[src/rtl/dele_pkg.sv]
// ----------------------------------------------------------------------------
// dele_pkg
// types and constants for the dual moving-average level and event detector
// ----------------------------------------------------------------------------
`timescale 1ns / 1ps

package dele_pkg;

  // q1.15 constants
  localparam logic [15:0] Q_ONE        = 16'd32768;
  localparam logic [31:0] Q_HALF       = 32'd16384;
  localparam logic [15:0] WEIGHT_RESET = 16'd3277;

  // event test
  localparam logic [15:0] FIRE_SAMPLE_MIN = 16'd22938;
  localparam logic [15:0] FIRE_AVG_ABOVE  = 16'd16384;

  // band thresholds
  localparam logic [15:0] BAND_FULL    = 16'd29492;
  localparam logic [15:0] BAND_HIGH    = 16'd22938;
  localparam logic [15:0] BAND_MEDIUM  = 16'd16384;
  localparam logic [15:0] BAND_LOW     = 16'd9831;
  localparam logic [15:0] BAND_NASCENT = 16'd3277;

  // band codes
  localparam logic [2:0] LB_DORMANT = 3'd0;
  localparam logic [2:0] LB_NASCENT = 3'd1;
  localparam logic [2:0] LB_LOW     = 3'd2;
  localparam logic [2:0] LB_MEDIUM  = 3'd3;
  localparam logic [2:0] LB_HIGH    = 3'd4;
  localparam logic [2:0] LB_FULL    = 3'd5;

  // saturation point of the event count
  localparam logic [5:0] EVENT_LIMIT = 6'd50;

  typedef struct packed {
    logic [15:0] ae_sample;
    logic [15:0] we_sample;
    logic [7:0]  dimension;
    logic [47:0] time_stamp;
  } item_in_t;

  typedef struct packed {
    logic [15:0] avg_ae;
    logic [15:0] avg_we;
    logic [15:0] level;
    logic [2:0]  level_band;
    logic        event_fired;
    logic [7:0]  event_dimension;
    logic [47:0] event_time;
    logic [5:0]  event_total;
  } item_out_t;

endpackage

[src/rtl/dual_ema_level_event_detector_unit.sv]
// ----------------------------------------------------------------------------
// dual_ema_level_event_detector_unit
// sequence: an accepted item passes through the shared 16x16 multiplier (five
//   useful products), the bit-serial square root (16 steps) and the result
//   load in S_DONE; the next item is taken only once the unit is idle again
// reset: synchronous rst clears averages and event count and loads the weight (3277)
// ----------------------------------------------------------------------------
`timescale 1ns / 1ps

module dual_ema_level_event_detector_unit (
  input  logic                clk,
  input  logic                rst,
  // input item channel
  input  logic                in_valid,
  output logic                in_stall,
  input  dele_pkg::item_in_t  in_data,
  // result channel
  output logic                out_valid,
  input  logic                out_stall,
  output dele_pkg::item_out_t out_data,
  // weight register write channel
  input  logic                cfg_valid,
  output logic                cfg_ready,
  input  logic [15:0]         cfg_data
);
  import dele_pkg::*;

  typedef enum logic [1:0] {
    S_IDLE,
    S_EMA,
    S_SQRT,
    S_DONE
  } state_t;

  state_t      state;
  logic [2:0]  step;       // multiplier sequence position
  logic [3:0]  sq_idx;     // square root digit index, bit weight is 4**sq_idx

  // architectural state
  logic [15:0] weight;
  logic [15:0] ae_avg;
  logic [15:0] we_avg;
  logic [5:0]  events_seen;

  // latched item
  logic [15:0] ae_in;
  logic [15:0] we_in;
  logic [7:0]  dim_in;
  logic [47:0] ts_in;
  logic [15:0] w_eff;      // weight clamped to one
  logic [15:0] w_comp;     // one minus weight

  // shared multiplier and accumulator
  logic [15:0] mul_a;
  logic [15:0] mul_b;
  logic [31:0] prod;
  logic [31:0] acc;
  logic [31:0] ema_sum;
  logic [15:0] ema_val;

  // square root datapath
  logic [31:0] sq_rem;
  logic [31:0] sq_root;
  logic [31:0] sq_bit;
  logic [31:0] sq_trial;
  logic [15:0] level_val;

  // result side
  logic        fired;
  logic [5:0]  events_next;
  logic        out_free;

  function automatic logic [15:0] clamp_unit(input logic [16:0] v);
    return (v > {1'b0, Q_ONE}) ? Q_ONE : v[15:0];
  endfunction

  function automatic logic [2:0] band_of(input logic [15:0] lv);
    priority if (lv >= BAND_FULL)    return LB_FULL;
    else if (lv >= BAND_HIGH)        return LB_HIGH;
    else if (lv >= BAND_MEDIUM)      return LB_MEDIUM;
    else if (lv >= BAND_LOW)         return LB_LOW;
    else if (lv >= BAND_NASCENT)     return LB_NASCENT;
    else                             return LB_DORMANT;
  endfunction

  // the weight is to change only while idle; the block does not enforce this, it is written straight through
  assign cfg_ready = 1'b1;

  // one item at a time; a result still waiting downstream does not block
  assign in_stall = (state != S_IDLE);
  assign out_free = !out_valid || !out_stall;

  // operand selection for the shared multiplier:
  //   0: old ae average * (1 - w)   1: ae sample * w
  //   2: old we average * (1 - w)   3: we sample * w
  //   5: new ae average * new we average (the square root radicand)
  always_comb begin
    unique case (step)
      3'd0: begin
        mul_a = ae_avg;
        mul_b = w_comp;
      end
      3'd1: begin
        mul_a = ae_in;
        mul_b = w_eff;
      end
      3'd2: begin
        mul_a = we_avg;
        mul_b = w_comp;
      end
      3'd3: begin
        mul_a = we_in;
        mul_b = w_eff;
      end
      default: begin
        mul_a = ae_avg;
        mul_b = we_avg;
      end
    endcase
  end

  // second half of a moving average update, rounded half up
  assign ema_sum = acc + prod;
  assign ema_val = clamp_unit(ema_sum[31:15]);

  // one result bit per cycle
  assign sq_bit   = 32'd1 << {sq_idx, 1'b0};
  assign sq_trial = sq_root + sq_bit;

  assign level_val = clamp_unit(sq_root[16:0]);

  assign fired = (ae_in >= FIRE_SAMPLE_MIN) && (ae_avg > FIRE_AVG_ABOVE);
  assign events_next = (fired && events_seen < EVENT_LIMIT) ? events_seen + 6'd1
                                                            : events_seen;

  always_ff @(posedge clk) begin
    if (rst) begin
      state       <= S_IDLE;
      step        <= 3'd0;
      sq_idx      <= 4'd0;
      weight      <= WEIGHT_RESET;
      ae_avg      <= 16'd0;
      we_avg      <= 16'd0;
      events_seen <= 6'd0;
      out_valid   <= 1'b0;
    end else begin
      if (cfg_valid && cfg_ready) begin
        weight <= cfg_data;
      end

      // result beat taken, unless the next one is loaded at the same edge
      if (out_valid && !out_stall && state != S_DONE) begin
        out_valid <= 1'b0;
      end

      unique case (state)
        S_IDLE: begin
          if (in_valid && !in_stall) begin
            ae_in  <= clamp_unit({1'b0, in_data.ae_sample});
            we_in  <= clamp_unit({1'b0, in_data.we_sample});
            dim_in <= in_data.dimension;
            ts_in  <= in_data.time_stamp;
            w_eff  <= clamp_unit({1'b0, weight});
            w_comp <= Q_ONE - clamp_unit({1'b0, weight});
            step   <= 3'd0;
            state  <= S_EMA;
          end
        end

        S_EMA: begin
          prod <= 32'(mul_a) * 32'(mul_b);
          step <= step + 3'd1;
          unique case (step)
            3'd1, 3'd3: acc <= prod + Q_HALF;
            3'd2:       ae_avg <= ema_val;
            3'd4:       we_avg <= ema_val;
            3'd6: begin
              // radicand ready: start the digit-by-digit root
              sq_rem  <= prod;
              sq_root <= 32'd0;
              sq_idx  <= 4'd15;
              state   <= S_SQRT;
            end
            default: ;
          endcase
        end

        S_SQRT: begin
          if (sq_rem >= sq_trial) begin
            sq_rem  <= sq_rem - sq_trial;
            sq_root <= (sq_root >> 1) + sq_bit;
          end else begin
            sq_root <= sq_root >> 1;
          end
          if (sq_idx == 4'd0) begin
            state <= S_DONE;
          end else begin
            sq_idx <= sq_idx - 4'd1;
          end
        end

        S_DONE: begin
          // hold until the output register is free
          if (out_free) begin
            out_valid                <= 1'b1;
            out_data.avg_ae          <= ae_avg;
            out_data.avg_we          <= we_avg;
            out_data.level           <= level_val;
            out_data.level_band      <= band_of(level_val);
            out_data.event_fired     <= fired;
            out_data.event_dimension <= fired ? dim_in : 8'd0;
            out_data.event_time      <= fired ? ts_in : 48'd0;
            out_data.event_total     <= events_next;
            events_seen              <= events_next;
            state                    <= S_IDLE;
          end
        end

        default: state <= S_IDLE;
      endcase
    end
  end

`ifndef SYNTH
  // the event count never passes its limit
  a_count_limit: assert property (@(posedge clk) disable iff (rst)
    events_seen <= EVENT_LIMIT)
    else $error("event count beyond limit");

  // the count moves by at most one per cycle
  a_count_step: assert property (@(posedge clk) disable iff (rst)
    !$past(rst) |-> (events_seen == $past(events_seen)) ||
                    (events_seen == $past(events_seen) + 6'd1))
    else $error("event count jumped");

  // a quiet result carries no tag or time
  a_quiet_zero: assert property (@(posedge clk) disable iff (rst)
    out_valid && !out_data.event_fired |->
      (out_data.event_dimension == 8'd0) && (out_data.event_time == 48'd0))
    else $error("tag or time on a result without event");

  // the level and both averages stay within one
  a_unit_range: assert property (@(posedge clk) disable iff (rst)
    out_valid |-> (out_data.level <= Q_ONE) && (out_data.avg_ae <= Q_ONE) &&
                  (out_data.avg_we <= Q_ONE))
    else $error("result above one");

  // a result is only loaded at the end of the sequence
  a_load_from_done: assert property (@(posedge clk) disable iff (rst)
    $rose(out_valid) |-> $past(state) == S_DONE)
    else $error("result beat without finished item");
`endif

endmodule
[config.mk]
export PLATFORM = sky130hd
export DESIGN_NAME = dual_ema_level_event_detector_unit
export DESIGN_NICKNAME = d
export VERILOG_FILES = /design/src/rtl/dele_pkg.sv /design/src/rtl/dual_ema_level_event_detector_unit.sv
export SDC_FILE = /design/constraint.sdc
export NUM_CORES = 1
export LEC_CHECK = 0
export ABC_CLOCK_PERIOD_IN_PS = 29200
export BUFFER_PORTS_ARGS = -buffer_cell sky130_fd_sc_hd__buf_2
export CORE_MARGIN = 2
export CORE_UTILIZATION = 35
export CTS_BUF_LIST = sky130_fd_sc_hd__clkbuf_4 sky130_fd_sc_hd__clkbuf_8
export DETAILED_ROUTE_END_ITERATION = 10
export SETUP_SLACK_MARGIN = 0.1
export SLEW_MARGIN = 10
export SYNTH_ARGS = -nofsm -noshare
export SYNTH_HDL_FRONTEND = slang
export SYNTH_SLANG_ARGS = --single-unit
[constraint.sdc]
create_clock -name clk -period 29.2 [get_ports clk]
set_clock_uncertainty 0.05 [all_clocks]
set_input_delay 2.92 -clock clk [delete_from_list [all_inputs] [get_ports clk]]
set_output_delay 2.92 -clock clk [all_outputs]
set_load 0.01 [all_outputs]
==> results.yml <==
status:
  status: "finished, final reports clean"
grt:
  overflow: 0
  grt_max_degree: 70
  grt_util_all_layers_pct: 17.8
  antenna_found_initial: 6
  grt_pass1_wl_mm: 124
  grt_pass1_vias: 22248
critical_path:
  arrival_ns: 9.72
  crit_fanout: 45
  crit_required_ns: 29.60
  path_class: "reg2reg"
  endpoint_kind: "flip-flop"
  start_kind: "flip-flop"
power_and_ir_drop:
  vdd_drop_max_v: 0.0000541
  p_per_area_mw_per_mm2: 64.9
  p_leak_nw: 14.4
  finalPower_mw: 2.23
route:
  ant_nets: 0
  drc_errors: 0
  num_vias: 22061
  dr.pass1.iters: 6
  wl_mm: 78.7
  vias_per_cell: 5.10
  wl_per_cell_um: 18.2
  drtIter0Drc: 1551
die:
  die_w_um: 298
  dieArea_mm2: 0.0888
  initial_utilization_pct: 35.4
  die_h_um: 298
  ios: 226
  rows: 107
  core_mm2: 0.0854
layout:
  nNetsFinal: 3632
  area_delta_synth_final_pct: 13.7
  fillers: 8439
  final_cell_mix: "361 x edfxtp_1, 302 x inv_1, 259 x nor2_1, 241 x nand2_1, 224 x buf_2"
  layout-drive-gt1-share_pct: 14.1
  mostFrequentLayoutCell: "edfxtp_1"
logic_synthesis:
  async_reset_ff_share_pct: 0
  syn-cell-area_mm2: 0.0302
  synth_area_per_cell_um2: 10.5
  ys_seq_area_share_pct: 40.1
  synthFlopType: "edfxtp_1"
  netlist_instances: 2881
  ys_ff_latch: 425
  synth_cell_types: 82
  synth-edff-count: 361
  ys_warn_count: 0
  synthesis.nets: 3403
cts:
  cts_resized: 0
  clockBufferDepth: 3
  cts_tree: "built"
  cts_root_buffer: "clkbuf_8"
  path_clk_slew_ns: 0.06
  clock_sinks: 425
  ctsHoldBuffers: 0
  cts_setup_buffers: 0
  htree_levels: 3
  clk_latency_ns: 0.72
  cts_made_buffers: 79
placement:
  io_buffers: 224
  dp_hpwl_mm: 60.1
  place_congestion: 0.892
timing:
  grt_setup_unrepaired: "no"
  max_freq_ghz: 0.107
  period_needed_ns: 9.32
  finalSetupTns_ns: 0
  maxSlewHeadroom_pct: 17.5
  finalHoldViolCount: 0
  setup-violations-final: 0
  post-route-period-util_pct: 31.9
  final-max-slew-violation-count: 0
  worst_pin_slew_ns: 1.24
hold_path:
  hold_path_class: "reg2reg"
flow_run:
  maxCapViolCount: 0
==> worst paths after layout <==
kind	start	slack, ns	end	depth (start not counted)
worst max-delay path	step[0]$_SDFFE_PP0P_	19.88	prod[25]$_DFFE_PP_	26
worst min-delay path	prod[4]$_DFFE_PP_	0.45	acc[4]$_DFFE_PP_	0
worst max register to register	step[0]$_SDFFE_PP0P_	19.88	prod[25]$_DFFE_PP_	26
worst min register to register	prod[4]$_DFFE_PP_	0.45	acc[4]$_DFFE_PP_	0
==> power breakdown <==
part / leakage (nW) / internal, mW / switching [mW]
Clock: 0.916 / 0.366 / 0.272
Combinational: 9.62 / 0.294 / 0.514
Sequential: 3.91 / 0.743 / 0.0409
Total: 14.4 / 1.40 / 0.827
==> state kept, by name, indices dropped and copies added, names as in the netlist, 32 cells and up <==
register and count:
ts_in 48, out_data 114, prod 32, sq_root 32
sq_rem 32, acc 32
==> area by class of cell <==
| type | instances | area, um2 | share of cell area (%) |
|---|---|---|---|
| Multi-Input combinational cell | 2049 | 16600 | 48.3 |
| Sequential cell | 425 | 12100 | 35.3 |
| Tap cell | 1144 | 1430 | 4.16 |
| Clock buffer | 112 | 1350 | 3.94 |
| Timing Repair Buffer | 253 | 1340 | 3.89 |
| Inverter | 302 | 1130 | 3.30 |
| Clock inverter | 35 | 392 | 1.14 |
| Antenna cell | 3 | 7.51 | 0.0218 |
==> worst max-delay path: stages (launching register included) <==
cell and delay, ns:
dfxtp_1 0.40, ha_1 0.18, ha_1 0.53, or2_2 0.89
nor2_1 0.24, buf_4 0.30, a221oi_1 0.85, nor2_1 0.14
fa_1 0.56, inv_1 0.06, fa_1 0.53, inv_1 0.06
fa_1 0.51, fa_1 0.55, fa_1 0.55, inv_1 0.05
fa_1 0.53, inv_1 0.04, ha_1 0.35, a21o_1 0.21
a21oi_1 0.14, o21bai_1 0.08, a21oi_1 0.17, nor3b_1 0.34
a21oi_1 0.17, a21o_1 0.20, a311o_1 0.33
==> per-layer routing <==
| layer | vias up | track usage (%) | share of wire, % |
|---|---|---|---|
| li1 | 10589 | - | - |
| met1 | 10658 | 22.9 | 43 |
| met2 | 643 | 29.3 | 47 |
| met3 | 171 | 3.26 | 5.8 |
| met4 | 0 | 7.43 | 4.0 |
| met5 | - | 0 | 0 |
==> cell usage after synthesis (49+ instances only) <==
cell / count / share of area [%]
and2_1: 109 / 2.3
nor3_1: 49 / 0.81
inv_1: 302 / 3.7
fa_1: 195 / 13
a21o_1: 49 / 1.2
o21ai_0: 75 / 1.2
nor2_1: 259 / 3.2
dfxtp_1: 64 / 4.2
nor2b_1: 66 / 1.4
xor2_1: 55 / 1.6
a21oi_1: 140 / 2.3
ha_1: 218 / 9.0
nand2_1: 241 / 3.0
xnor2_1: 82 / 2.4
edfxtp_1: 361 / 36
clkbuf_1: 85 / 1.1
==> metrics by stage <==
step | instance area [um2] | utilization [%] | hold WS (ns) | cells | worst slack [ns]
3_3_place_gp | 32600 | 38.2 | 0.432 | 4173 | 20.23
4_1_cts | 34400 | 40.2 | 0.445 | 4320 | 20.03
5_1_grt | 34400 | 40.3 | 0.466 | 4323 | 19.42
6_report | 34400 | 40.3 | 0.446 | 4323 | 19.88
3_5_place_dp | 32600 | 38.2 | 0.436 | 4173 | 20.04
2_1_floorplan | 30200 | - | 0.396 | 2881 | 16.39
==> cells by family after synthesis <==
kind of cell	count (synthesis)	share of synthesized area, %
flip-flops	425	40.1
AND/OR/NAND/NOR	911	14.5
multiplexers	51	1.77
buffers and inverters	407	5.22
XOR/XNOR	138	4.02
adder cells (fa/ha/maj)	413	21.9
AO/OA/AOI/OAI	535	12.4
other	1	0.0124
Power figures use the tool's default switching activity.
